$ cat config.mk
export PLATFORM = sky130hd
export DESIGN_NAME = token_bucket_rate_limiter
export DESIGN_NICKNAME = d
export VERILOG_FILES = /design/src/rtl/core/tbrl_pkg.sv /design/src/rtl/core/token_bucket_rate_limiter.sv /design/src/rtl/core/tbrl_regs.sv /design/src/rtl/core/tbrl_core.sv
export SDC_FILE = /design/constraint.sdc
export NUM_CORES = 1
export LEC_CHECK = 0
export ABC_AREA = 1
export BUFFER_PORTS_ARGS = -buffer_cell sky130_fd_sc_hd__buf_2
export CAP_MARGIN = 20
export CORE_AREA = 5 5 270 272
export DETAILED_ROUTE_END_ITERATION = 12
export DIE_AREA = 0 0 275 277
export GPL_TIMING_DRIVEN = 1
export PLACE_DENSITY = 0.53
export SYNTH_ARGS = -nofsm -noshare
export SYNTH_HDL_FRONTEND = slang
export SYNTH_SLANG_ARGS = --single-unit
$ cat constraint.sdc
create_clock -name clk -period 6.8 [get_ports clk]
set_clock_uncertainty 0.15 [all_clocks]
set_input_delay 2.04 -clock clk [delete_from_list [all_inputs] [get_ports clk]]
set_output_delay 2.04 -clock clk [all_outputs]
set_load 0.005 [all_outputs]
$ cat src/rtl/core/tbrl_pkg.sv
// Shared types, widths, reset values and helpers for the token bucket limiter.
// Used by tbrl_regs, tbrl_core and token_bucket_rate_limiter. No dependencies.
`timescale 1ns / 1ps

package tbrl_pkg;

  localparam int REQ_W   = 2;
  localparam int MS_W    = 10;
  localparam int RATE_W  = 24;
  localparam int BURST_W = 16;
  localparam int TOK_W   = 32;
  localparam int CNT_W   = 32;
  localparam int PROD_W  = MS_W + RATE_W;
  localparam int ADDR_W  = 3;
  localparam int DATA_W  = 32;

  localparam int FRAC_BITS_DEFAULT = 16;

  localparam logic [RATE_W-1:0]  RATE_RESET  = 24'd6554;
  localparam logic [BURST_W-1:0] BURST_RESET = 16'd10;

  // Request codes; code three is unused and leaves the state alone.
  typedef enum logic [REQ_W-1:0] {
    REQ_TICK    = 2'd0,
    REQ_ACQUIRE = 2'd1,
    REQ_CLEAR   = 2'd2
  } req_t;

  // Register index, taken from address bit 2 (byte address 4*i).
  typedef enum logic {
    REG_RATE  = 1'b0,
    REG_BURST = 1'b1
  } reg_idx_t;

  // Configuration handed from the register file to the datapath.
  typedef struct packed {
    logic [RATE_W-1:0] rate;
    logic [TOK_W-1:0]  cap;
    logic              clamp;
    logic [TOK_W-1:0]  clamp_cap;
  } cfg_t;

  // Bucket capacity: burst in whole tokens shifted into fixed point,
  // saturated to the all-ones token value when it does not fit.
  function automatic logic [TOK_W-1:0] cap_of(input logic [BURST_W-1:0] burst,
                                               input int frac);
    logic [63:0] wide;
    wide = 64'(burst) << frac;
    if (wide[63:TOK_W] != '0) begin
      return '1;
    end
    return wide[TOK_W-1:0];
  endfunction

endpackage

$ cat src/rtl/core/token_bucket_rate_limiter.sv
// Token bucket rate limiter, Q16.16 by default, with an APB register port.
// An accepted beat passes the input register, then the result register.
// Throughput: one beat per cycle while out_ready is high; an empty input stage
// takes a beat while a result waits. The refill multiply is registered ahead
// of the bucket update. Synchronous active-high reset: bucket full at the
// reset burst limit, not limited, rejected count zero, pipeline empty.
`timescale 1ns / 1ps

module token_bucket_rate_limiter
  import tbrl_pkg::*;
#(
  parameter int FRAC_BITS = FRAC_BITS_DEFAULT
) (
  input  logic              clk,
  input  logic              rst,
  input  logic              psel,
  input  logic              penable,
  input  logic              pwrite,
  input  logic [ADDR_W-1:0] paddr,
  input  logic [DATA_W-1:0] pwdata,
  output logic [DATA_W-1:0] prdata,
  output logic              pready,
  input  logic              in_valid,
  output logic              in_ready,
  input  logic [REQ_W-1:0]  req_type,
  input  logic [MS_W-1:0]   elapsed_ms,
  output logic              out_valid,
  input  logic              out_ready,
  output logic              granted,
  output logic              limit_exceeded,
  output logic              limit_released,
  output logic              limited,
  output logic [TOK_W-1:0]  tokens_available,
  output logic [CNT_W-1:0]  rejected_total
);

  cfg_t cfg;

  // Configuration registers.
  tbrl_regs #(
    .FRAC_BITS(FRAC_BITS)
  ) u_regs (
    .clk    (clk),
    .rst    (rst),
    .psel   (psel),
    .penable(penable),
    .pwrite (pwrite),
    .paddr  (paddr),
    .pwdata (pwdata),
    .prdata (prdata),
    .pready (pready),
    .cfg    (cfg)
  );

  // Bucket datapath.
  tbrl_core #(
    .FRAC_BITS(FRAC_BITS)
  ) u_core (
    .clk             (clk),
    .rst             (rst),
    .cfg             (cfg),
    .in_valid        (in_valid),
    .in_ready        (in_ready),
    .req_type        (req_type),
    .elapsed_ms      (elapsed_ms),
    .out_valid       (out_valid),
    .out_ready       (out_ready),
    .granted         (granted),
    .limit_exceeded  (limit_exceeded),
    .limit_released  (limit_released),
    .limited         (limited),
    .tokens_available(tokens_available),
    .rejected_total  (rejected_total)
  );

endmodule

$ cat src/rtl/core/tbrl_regs.sv
// APB register file for the limiter: refill rate and burst limit.
// Depends on tbrl_pkg; produces the cfg_t struct for tbrl_core.
`timescale 1ns / 1ps

module tbrl_regs
  import tbrl_pkg::*;
#(
  parameter int FRAC_BITS = FRAC_BITS_DEFAULT
) (
  input  logic              clk,
  input  logic              rst,
  input  logic              psel,
  input  logic              penable,
  input  logic              pwrite,
  input  logic [ADDR_W-1:0] paddr,
  input  logic [DATA_W-1:0] pwdata,
  output logic [DATA_W-1:0] prdata,
  output logic              pready,
  output cfg_t              cfg
);

  logic [RATE_W-1:0]  rate;
  logic [BURST_W-1:0] burst;
  logic               wr_en;
  reg_idx_t           idx;
  logic [RATE_W-1:0]  wr_rate;
  logic [BURST_W-1:0] wr_burst;

  assign pready   = 1'b1;
  assign wr_en    = psel && penable && pwrite;
  assign idx      = reg_idx_t'(paddr[2]);
  assign wr_rate  = pwdata[RATE_W-1:0];
  assign wr_burst = pwdata[BURST_W-1:0];

  // Register writes; a zero value is ignored for both registers.
  always_ff @(posedge clk) begin
    if (rst) begin
      rate  <= RATE_RESET;
      burst <= BURST_RESET;
    end else if (wr_en) begin
      unique case (idx)
        REG_RATE: begin
          if (wr_rate != '0) rate <= wr_rate;
        end
        REG_BURST: begin
          if (wr_burst != '0) burst <= wr_burst;
        end
      endcase
    end
  end

  // Read data, zero extended.
  always_comb begin
    unique case (idx)
      REG_RATE:  prdata = DATA_W'(rate);
      REG_BURST: prdata = DATA_W'(burst);
    endcase
  end

  // Configuration to the datapath, with a clamp strobe on a nonzero burst write.
  always_comb begin
    cfg.rate      = rate;
    cfg.cap       = cap_of(burst, FRAC_BITS);
    cfg.clamp     = wr_en && (idx == REG_BURST) && (wr_burst != '0);
    cfg.clamp_cap = cap_of(wr_burst, FRAC_BITS);
  end

endmodule

$ cat src/rtl/core/tbrl_core.sv
// Bucket datapath: input stage with the refill product, then the bucket
// update into the result register. Depends on tbrl_pkg, which defines cfg_t.
`timescale 1ns / 1ps

module tbrl_core
  import tbrl_pkg::*;
#(
  parameter int FRAC_BITS = FRAC_BITS_DEFAULT
) (
  input  logic              clk,
  input  logic              rst,
  input  cfg_t              cfg,
  input  logic              in_valid,
  output logic              in_ready,
  input  logic [REQ_W-1:0]  req_type,
  input  logic [MS_W-1:0]   elapsed_ms,
  output logic              out_valid,
  input  logic              out_ready,
  output logic              granted,
  output logic              limit_exceeded,
  output logic              limit_released,
  output logic              limited,
  output logic [TOK_W-1:0]  tokens_available,
  output logic [CNT_W-1:0]  rejected_total
);

  localparam logic [TOK_W-1:0] ONE = TOK_W'(1) << FRAC_BITS;

  // Input stage.
  logic              s1_valid;
  logic [REQ_W-1:0]  s1_req;
  logic [PROD_W-1:0] s1_prod;

  // Bucket state.
  logic [TOK_W-1:0] tokens;
  logic [TOK_W-1:0] tokens_next;
  logic             lim;
  logic             lim_next;
  logic [CNT_W-1:0] rejected;
  logic [CNT_W-1:0] rejected_next;
  logic             grant_next;
  logic             exceed_next;
  logic             release_next;

  logic             out_adv;
  logic             s1_fire;
  logic [PROD_W:0]  sum;

  assign out_adv  = !out_valid || out_ready;
  assign s1_fire  = s1_valid && out_adv;
  assign in_ready = !s1_valid || out_adv;

  // Input register: the refill product is formed here, a beat ahead.
  always_ff @(posedge clk) begin
    if (rst) begin
      s1_valid <= 1'b0;
    end else if (in_ready) begin
      s1_valid <= in_valid;
    end
    if (in_ready && in_valid) begin
      s1_req  <= req_type;
      s1_prod <= PROD_W'(elapsed_ms) * PROD_W'(cfg.rate);
    end
  end

  assign sum = (PROD_W + 1)'(tokens) + (PROD_W + 1)'(s1_prod);

  // Bucket update for the beat leaving the input stage.
  always_comb begin
    tokens_next   = tokens;
    lim_next      = lim;
    rejected_next = rejected;
    grant_next    = 1'b0;
    exceed_next   = 1'b0;
    release_next  = 1'b0;
    unique case (s1_req)
      REQ_TICK: begin
        if (s1_prod != '0) begin
          tokens_next = (sum > (PROD_W + 1)'(cfg.cap)) ? cfg.cap : sum[TOK_W-1:0];
        end
      end
      REQ_ACQUIRE: begin
        if (tokens >= ONE) begin
          tokens_next = tokens - ONE;
          grant_next  = 1'b1;
          if (lim) begin
            lim_next     = 1'b0;
            release_next = 1'b1;
          end
        end else begin
          tokens_next = '0;
          if (rejected != '1) rejected_next = rejected + CNT_W'(1);
          if (!lim) begin
            lim_next    = 1'b1;
            exceed_next = 1'b1;
          end
        end
      end
      REQ_CLEAR: begin
        rejected_next = '0;
      end
      default: begin
        // Unused code: state is reported unchanged.
      end
    endcase
  end

  // State registers; a burst write clamps the bucket when no beat updates it.
  always_ff @(posedge clk) begin
    if (rst) begin
      tokens   <= cap_of(BURST_RESET, FRAC_BITS);
      lim      <= 1'b0;
      rejected <= '0;
    end else if (s1_fire) begin
      tokens   <= tokens_next;
      lim      <= lim_next;
      rejected <= rejected_next;
    end else if (cfg.clamp && (tokens > cfg.clamp_cap)) begin
      tokens <= cfg.clamp_cap;
    end
  end

  // Result register.
  always_ff @(posedge clk) begin
    if (rst) begin
      out_valid <= 1'b0;
    end else if (out_adv) begin
      out_valid <= s1_valid;
    end
    if (s1_fire) begin
      granted          <= grant_next;
      limit_exceeded   <= exceed_next;
      limit_released   <= release_next;
      limited          <= lim_next;
      tokens_available <= tokens_next;
      rejected_total   <= rejected_next;
    end
  end

endmodule

==> impl_metrics.tcl, run 1 <==
set metrics [dict create \
    fin_crit_share_pct 97.21 \
    seqCellArea_sq_um 5265 \
    critPathMaxStageDelay_ns 0.55 \
    synth_cell_types 60 \
    worst_path_max_delay_cell "sky130_fd_sc_hd__fa_1" \
    worst_r2r_endpoint "u_core.s1_prod[29]$_DFFE_PP_" \
    die_y_um 277 \
    hold_path_depth 2 \
    detail_route.wl_per_cell_um 16.02 \
    design.final.nets 3383 \
    effective_utilization_at_floorplan_pct 29.54 \
    timing.final.hold_violations 0 \
    dominantRegCellSynth "sky130_fd_sc_hd__dfxtp_1" \
    clock_latency_on_the_worst_skew_pair_ns 0.59 \
    drt_pre_antenna_iters 7 \
    syn_area_sq_um 20830 \
    fillers 7552 \
    ys_ff_latch 211 \
    timing.critical_path.to_type "flop" \
    synthDominantAreaCellType "sky130_fd_sc_hd__fa_1" \
    rr_startpoint "u_regs.rate[12]$_SDFFE_PP1P_" \
    globalRouteTotalUtil_pct 16.58 \
    die_area_sq_um 76180 \
    clock-root-buffer "sky130_fd_sc_hd__clkbuf_16" \
    clkSinkCount 211 \
    report.final.setup_viol 0 \
    syn_inst 2809 \
    rr_worst_depth 18 \
    unrepaired_setup_endpoints_after_global_routing "false" \
    postCtsSetupRepairBufs 0 \
    worstPathMaxFanout 10 \
    timing.max_slew.rel_slack_pct 28.77 \
    setup.worst_path.start_class "input pin" \
    outcome "finished, final reports clean" \
    layout-drive-gt1-share_pct 14.38 \
    instances_no_fill 3988 \
    maxCapViolations 0 \
    cts_made_buffers 28 \
    gp_congestion 0.9327 \
    ff2ff_setup_slack_ns 1.12 \
    worstMarginPinSlew_ns 1.067 \
    first_pass_grt_wire_length_mm 101.0 \
    drt-total-wl_mm 63.90 \
    h_tree_depth 1 \
    synthesis.area_per_instance_sq_um 7.415 \
    drt.antenna.violating_nets 0 \
    type_of_the_worst_setup_path "input pin to flop" \
    synthesis.yosys.warnings 0 \
    cts_tree "built" \
    vias 18272 \
    part_of_the_yosys_area_used_for_sequential_elements_pct 25.28 \
    ir_drop_mv 0.2122 \
    leakagePower_nw 12.72 \
    dr.first_iter.drc_count 1243 \
    ctsLongestPathBuffers 3 \
    critical_path.cell_chain "buf_2 > buf_12 > nand2_1 > fa_1 > inv_1 > fa_1 > inv_1 > fa_1 > inv_1 > fa_1 > inv_1 > fa_1 > inv_1 > ha_1 > buf_4 > a21oi_1 > o21ai_0 > a21oi_1 > o2111ai_1 > xnor2_1" \
    grt_antenna_before_repair 5 \
    critical-path-top-delay-family "adder cells" \
    avgViaCountPerCell 4.582 \
    grt_start_max_net_pins 69 \
    die_width_um 275 \
    maxSlewViolCount 0 \
    timing.hold.worst_endpoint "u_regs.burst[13]$_SDFFE_PP0P_" \
    core_area_sq_um 70510 \
    final_util_pct 34.55 \
    max_freq_ghz 0.1513 \
    io-pin-count 157 \
    synth_largest_type_area_fraction_pct 16.82 \
    crit_arrival_ns 6.78 \
    synth-async-reset-ratio_pct 0 \
    path_clk_slew_ns 0.06 \
    critPathRequiredTime_ns 6.97 \
    p_per_area_nw_per_um2 275.0 \
    detail_route.drc_violations 0 \
    hold_path_startpoint "u_regs.burst[13]$_SDFFE_PP0P_" \
    summed_negative_setup_slack_over_all_endpoints_ns 0 \
    multi_input_area_sq_um 13050 \
    port_buffers 137 \
    fin_crit_ns 6.610 \
    vias_in_the_first_global_route 18035 \
    dp.final_hpwl_mm 52.36 \
    postCtsHoldBufs 0 \
    timing.hold.worst.class "flop to flop" \
    n_antenna_cell 0 \
    grt_overflow 0 \
    site_rows 98 \
    critPathBufInv 8 \
    flow.area_growth_from_synthesis_pct 16.97 \
    synth.area.top_cells "sky130_fd_sc_hd__fa_1 17%, sky130_fd_sc_hd__edfxtp_1 15%, sky130_fd_sc_hd__nand2_1 13%" \
    dp_cells 3935 \
    count_of_flip_flops_with_a_built_in_enable_after_synthesis 104 \
]
[area by class of cell]
cell class | instances | area share, %
sequential | 211 | 21.61
clock inverter | 16 | 0.7396
tap | 950 | 4.879
inverter | 567 | 8.757
clock buffer | 36 | 3.041
multi-input combinational | 1930 | 53.57
timing repair buffer | 278 | 7.396
[stage by stage]
| step | setup WS, ns | power (W) | area, sq um | hold WS (ns) |
|---|---|---|---|---|
| detailed placement | -0.4517 | 0.005210 | 23360 | 0.3693 |
| global placement | -0.4435 | 0.005207 | 23360 | 0.3624 |
| floorplan | -0.02693 | 0.003855 | 20910 | 0.2931 |
| finish | 0.1897 | 0.006700 | 24360 | 0.3769 |
| CTS | 0.1455 | 0.006733 | 24280 | 0.3811 |
| global route | 0.003948 | 0.007321 | 24360 | 0.4094 |
[state kept, by name, summed over array words and instances, names as in the netlist, 2 cells and up]
| register | flops |
|---|---|
| u_core.s1_req | 2 |
| u_core.s1_prod | 34 |
| u_regs.burst | 16 |
| u_regs.rate | 24 |
| u_core.tokens_available | 32 |
| u_core.rejected | 32 |
| u_core.rejected_total | 32 |
| u_core.tokens | 32 |
[power breakdown]
part / total (W) / switching [W] / internal, W / leakage (nW)
sequential: 0.00167 / 0.000110 / 0.00156 / 1.88
clock: 0.00148 / 0.000598 / 0.000883 / 0.446
combinational: 0.00355 / 0.00191 / 0.00164 / 10.4
[layer usage]
metal	vias to the layer above	global-route usage (%)	share of wire, %
li1	9270	-	-
met1	8586	22.87	46
met2	350	27.92	47
met3	62	2.331	4.8
met4	4	3.153	2.1
met5	-	0	0.041
[what timing repair did]
action	4_1_cts	5_1_grt
gates resized for setup	0	12
endpoints found under the setup margin	0	10
hold endpoints to repair	0	0
[tightest hold or removal path: cells and delay by family (launching register included)]
family                 cells  cell delay, ns
buffers and inverters      1            0.10
DFF                        1            0.31
AOI/OAI and AO/OA          1            0.07
[worst max-delay path by stage]
stage / start / endpoint / slack, ns / cells past startpoint
after global routing: elapsed_ms[7] / u_core.s1_prod[33]$_DFFE_PP_ / 0.004 / 20
after detailed placement: elapsed_ms[3] / u_core.s1_prod[29]$_DFFE_PP_ / -0.45 / 21
after floorplan: elapsed_ms[9] / u_core.s1_prod[29]$_DFFE_PP_ / -0.03 / 21
after CTS: elapsed_ms[3] / u_core.s1_prod[32]$_DFFE_PP_ / 0.15 / 18
final: elapsed_ms[7] / u_core.s1_prod[33]$_DFFE_PP_ / 0.19 / 20
after global placement: elapsed_ms[3] / u_core.s1_prod[29]$_DFFE_PP_ / -0.44 / 21
[synthesized netlist by cell type (5+ instances only)]
cell and instances:
sky130_fd_sc_hd__xor2_1 37, sky130_fd_sc_hd__nor2_2 12, sky130_fd_sc_hd__xnor2_1 15, sky130_fd_sc_hd__nor2_1 141
sky130_fd_sc_hd__nand3_1 95, sky130_fd_sc_hd__edfxtp_1 104, sky130_fd_sc_hd__nor4_1 25, sky130_fd_sc_hd__o211ai_1 13
sky130_fd_sc_hd__o21ai_2 6, sky130_fd_sc_hd__a21o_1 5, sky130_fd_sc_hd__nand2_1 717, sky130_fd_sc_hd__nand4_1 28
sky130_fd_sc_hd__fa_1 175, sky130_fd_sc_hd__a21oi_1 212, sky130_fd_sc_hd__o21bai_1 7, sky130_fd_sc_hd__o22ai_1 9
sky130_fd_sc_hd__a31oi_1 5, sky130_fd_sc_hd__o21ai_1 27, sky130_fd_sc_hd__a221oi_1 6, sky130_fd_sc_hd__ha_1 138
sky130_fd_sc_hd__nand2_2 25, sky130_fd_sc_hd__dfxtp_1 107, sky130_fd_sc_hd__a21oi_2 13, sky130_fd_sc_hd__nor3_1 27
sky130_fd_sc_hd__clkbuf_1 78, sky130_fd_sc_hd__buf_2 9, sky130_fd_sc_hd__nand3_2 15, sky130_fd_sc_hd__o21ai_0 126
sky130_fd_sc_hd__inv_2 19, sky130_fd_sc_hd__inv_1 544, sky130_fd_sc_hd__buf_4 12
[cells in the final DEF (no fill, tap or decap), types with 9 or more instances in the layout]
cell type                   instances
sky130_fd_sc_hd__o21ai_1           30
sky130_fd_sc_hd__nor3_1            25
sky130_fd_sc_hd__inv_1            544
sky130_fd_sc_hd__fa_1             175
sky130_fd_sc_hd__inv_2             19
sky130_fd_sc_hd__conb_1             9
sky130_fd_sc_hd__nor2_1           141
sky130_fd_sc_hd__clkbuf_16         28
sky130_fd_sc_hd__nand3_1           95
sky130_fd_sc_hd__nor2_2            12
sky130_fd_sc_hd__nor4_1            25
sky130_fd_sc_hd__nand3_2           15
sky130_fd_sc_hd__buf_4            137
sky130_fd_sc_hd__nand4_1           28
sky130_fd_sc_hd__a21oi_1          208
sky130_fd_sc_hd__buf_2            132
sky130_fd_sc_hd__o211ai_1          13
sky130_fd_sc_hd__nand2_2           26
sky130_fd_sc_hd__xor2_1            37
sky130_fd_sc_hd__o22ai_1            9
sky130_fd_sc_hd__dfxtp_1          107
sky130_fd_sc_hd__edfxtp_1         104
sky130_fd_sc_hd__a21oi_2           17
sky130_fd_sc_hd__ha_1             133
sky130_fd_sc_hd__o21ai_0          122
sky130_fd_sc_hd__xnor2_1           15
sky130_fd_sc_hd__nand2_1          716
[cell families after synthesis]
logic type | synth area share (%)
AO/OA/AOI/OAI | 12.03
XOR/XNOR | 2.187
adder cells (fa/ha/maj) | 25.11
buffers and inverters | 12.65
flip-flops | 25.28
other | 0.03606
AND/OR/NAND/NOR | 22.70
Note: power is estimated with default switching activity, not from simulation.
==> inputs of run 2 (changes only) <==
==> constraint.sdc (replaced) <==
create_clock -name clk -period 6.8 [get_ports clk]
set_clock_uncertainty 0.15 [all_clocks]
set_input_delay 2.04 -clock clk [delete_from_list [all_inputs] [get_ports clk]]
set_output_delay 2.04 -clock clk [all_outputs]
set_load 0.1 [all_outputs]
==> run 2 against run 1 <==
Via count hardly changed. Final area is 0.37% higher. Flip-flop and latch count stayed put. Clock-buffer cell count is 2 lower. First-iteration DRC count is 11% lower. Worst hold slack worse by 0.022 ns. Critical path type unchanged. Critical path depth stayed put. Largest power group unchanged. Die area stayed put. Total power is 4.3% higher.
==> impl_metrics.tcl, run 2 (synthesized netlist as in run 1, its figures left out) <==
set metrics [dict create \
    fillers 7578 \
    outcome "finished, final reports clean" \
    gp_congestion 0.9295 \
    setup.worst_path.start_class "input pin" \
    type_of_the_worst_setup_path "input pin to flop" \
    dp.final_hpwl_mm 52.26 \
    leakagePower_nw 12.78 \
    layout-drive-gt1-share_pct 14.78 \
    h_tree_depth 1 \
    first_pass_grt_wire_length_mm 101.4 \
    core_area_sq_um 70510 \
    avgViaCountPerCell 4.572 \
    timing.final.hold_violations 0 \
    worstPathMaxFanout 10 \
    largest_reg_flops 34 \
    rr_worst_depth 18 \
    timing.max_slew.rel_slack_pct 29.53 \
    dp_worst_setup_slack_ns -0.5087 \
    flow.area_growth_from_synthesis_pct 17.40 \
    timing.hold.worst_endpoint "u_core.limit_exceeded$_SDFFCE_PP0P_" \
    clock-root-buffer "sky130_fd_sc_hd__clkbuf_16" \
    globalRouteTotalUtil_pct 16.63 \
    vias 18265 \
    ff2ff_setup_slack_ns 1.09 \
    hold_path_startpoint "u_core.lim$_SDFFE_PP0P_" \
    drt.antenna.violating_nets 0 \
    hold_path_depth 1 \
    timing.hold.worst.class "flop to flop" \
    detail_route.drc_violations 0 \
    summed_negative_setup_slack_over_all_endpoints_ns 0 \
    detail_route.wl_per_cell_um 16.02 \
    vias_in_the_first_global_route 18233 \
    drt_pre_antenna_iters 6 \
    die_area_sq_um 76180 \
    critPathRequiredTime_ns 6.96 \
    grt_start_max_net_pins 69 \
    ir_drop_mv 0.2341 \
    worst_r2r_endpoint "u_core.s1_prod[29]$_DFFE_PP_" \
    design.final.nets 3389 \
    maxSlewViolCount 0 \
    postCtsSetupRepairBufs 0 \
    dr.first_iter.drc_count 1103 \
    die_width_um 275 \
    drt-total-wl_mm 63.99 \
    p_per_area_nw_per_um2 285.7 \
    final_critical_path_setup_slack_ns 0.2184 \
    clock_latency_on_the_worst_skew_pair_ns 0.59 \
    grt_overflow 0 \
    cts_made_buffers 28 \
    path_clk_slew_ns 0.06 \
    clkSinkCount 211 \
    fin_crit_share_pct 96.79 \
    worstMarginPinSlew_ns 1.056 \
    report.final.setup_viol 0 \
    grt_antenna_before_repair 3 \
    cts_tree "built" \
    effective_utilization_at_floorplan_pct 29.54 \
    die_y_um 277 \
    io-pin-count 157 \
    final_common_cell "sky130_fd_sc_hd__nand2_1" \
    port_buffers 137 \
    fin_crit_ns 6.582 \
    crit_arrival_ns 6.74 \
    site_rows 98 \
    top_reg_by_flops "u_core.s1_prod" \
    unrepaired_setup_endpoints_after_global_routing "false" \
    ctsLongestPathBuffers 3 \
    timing.critical_path.to_type "flop" \
    maxCapViolations 0 \
    rr_startpoint "u_regs.rate[12]$_SDFFE_PP1P_" \
    final_cell_mix "716 x sky130_fd_sc_hd__nand2_1, 544 x sky130_fd_sc_hd__inv_1, 208 x sky130_fd_sc_hd__a21oi_1, 175 x sky130_fd_sc_hd__fa_1, 144 x sky130_fd_sc_hd__buf_4" \
    max_freq_ghz 0.1519 \
]
[run 2: cell count changes in the layout (fill, tap and decap cells not counted), moves of 2 or more]
cell                         change
sky130_fd_sc_hd__clkinv_1        -3
sky130_fd_sc_hd__buf_4           +7
sky130_fd_sc_hd__inv_8           +2
sky130_fd_sc_hd__clkinvlp_4      +2
sky130_fd_sc_hd__clkbuf_1        -4
sky130_fd_sc_hd__clkbuf_8        +2
[run 2: worst max path at each step]
stage / from / to / slack, ns / cells after the start
detailed placement: elapsed_ms[3] / u_core.s1_prod[32]$_DFFE_PP_ / -0.51 / 18
CTS: elapsed_ms[3] / u_core.s1_prod[32]$_DFFE_PP_ / 0.12 / 18
global placement: elapsed_ms[3] / u_core.s1_prod[29]$_DFFE_PP_ / -0.44 / 21
finish: elapsed_ms[8] / u_core.s1_prod[33]$_DFFE_PP_ / 0.22 / 20
global route: elapsed_ms[8] / u_core.s1_prod[33]$_DFFE_PP_ / 0.002 / 20
floorplan: elapsed_ms[9] / u_core.s1_prod[29]$_DFFE_PP_ / -0.03 / 21
[run 2: cell type report]
type | count | area, sq um | area share (%)
Inverter | 567 | 2133 | 8.725
Tap cell | 950 | 1189 | 4.861
Antenna cell | 1 | 2.502 | 0.01023
Clock inverter | 18 | 215.2 | 0.8802
Multi-Input combinational cell | 1930 | 13050 | 53.36
Clock buffer | 34 | 753.2 | 3.081
Sequential cell | 211 | 5265 | 21.53
Timing Repair Buffer | 284 | 1847 | 7.553
[run 2: where the power goes]
part	leakage [nW]	switching (W)	internal (W)
logic	10.4	0.00213	0.00164
clock network	0.467	0.000635	0.000913
registers	1.88	0.000108	0.00156
total	12.8	0.00288	0.00411
[run 2: worst max-delay path, stage by stage]
cell and delay [ns]:
sky130_fd_sc_hd__clkbuf_4 0.21, sky130_fd_sc_hd__buf_12 0.14, sky130_fd_sc_hd__nand2_1 0.07, sky130_fd_sc_hd__fa_1 0.54, sky130_fd_sc_hd__inv_1 0.06, sky130_fd_sc_hd__fa_1 0.53, sky130_fd_sc_hd__inv_1 0.06, sky130_fd_sc_hd__fa_1 0.54
sky130_fd_sc_hd__inv_1 0.06, sky130_fd_sc_hd__fa_1 0.55, sky130_fd_sc_hd__inv_1 0.07, sky130_fd_sc_hd__fa_1 0.53, sky130_fd_sc_hd__inv_1 0.05, sky130_fd_sc_hd__ha_1 0.30, sky130_fd_sc_hd__buf_4 0.15, sky130_fd_sc_hd__a21oi_1 0.21
sky130_fd_sc_hd__o21ai_0 0.14, sky130_fd_sc_hd__a21oi_1 0.17, sky130_fd_sc_hd__o2111ai_1 0.18, sky130_fd_sc_hd__xnor2_1 0.15
[run 2: stage by stage]
stage | total power [W] | hold slack [ns] | util [%] | area (sq um) | std cells
6_report | 0.006986 | 0.3553 | 34.68 | 24450 | 3995
5_1_grt | 0.007589 | 0.3809 | 34.68 | 24450 | 3994
4_1_cts | 0.007040 | 0.3456 | 34.57 | 24380 | 3993
3_5_place_dp | 0.005448 | 0.3636 | 33.20 | 23410 | 3941
3_3_place_gp | 0.005422 | 0.3650 | 33.20 | 23410 | 3941
2_1_floorplan | 0.004072 | 0.2931 | - | 20910 | 2816
[run 2: layer usage]
metal	part of all wire (%)	global-route usage [%]
met1	46	22.48
met2	47	27.90
met3	5.0	2.920
met4	2.2	3.604
met5	0.033	0
[run 2: what timing repair did]
action | 4_1_cts | 5_1_grt
gates resized for setup | 0 | 14
hold buffers | 0 | 0
setup endpoints to repair | 0 | 10
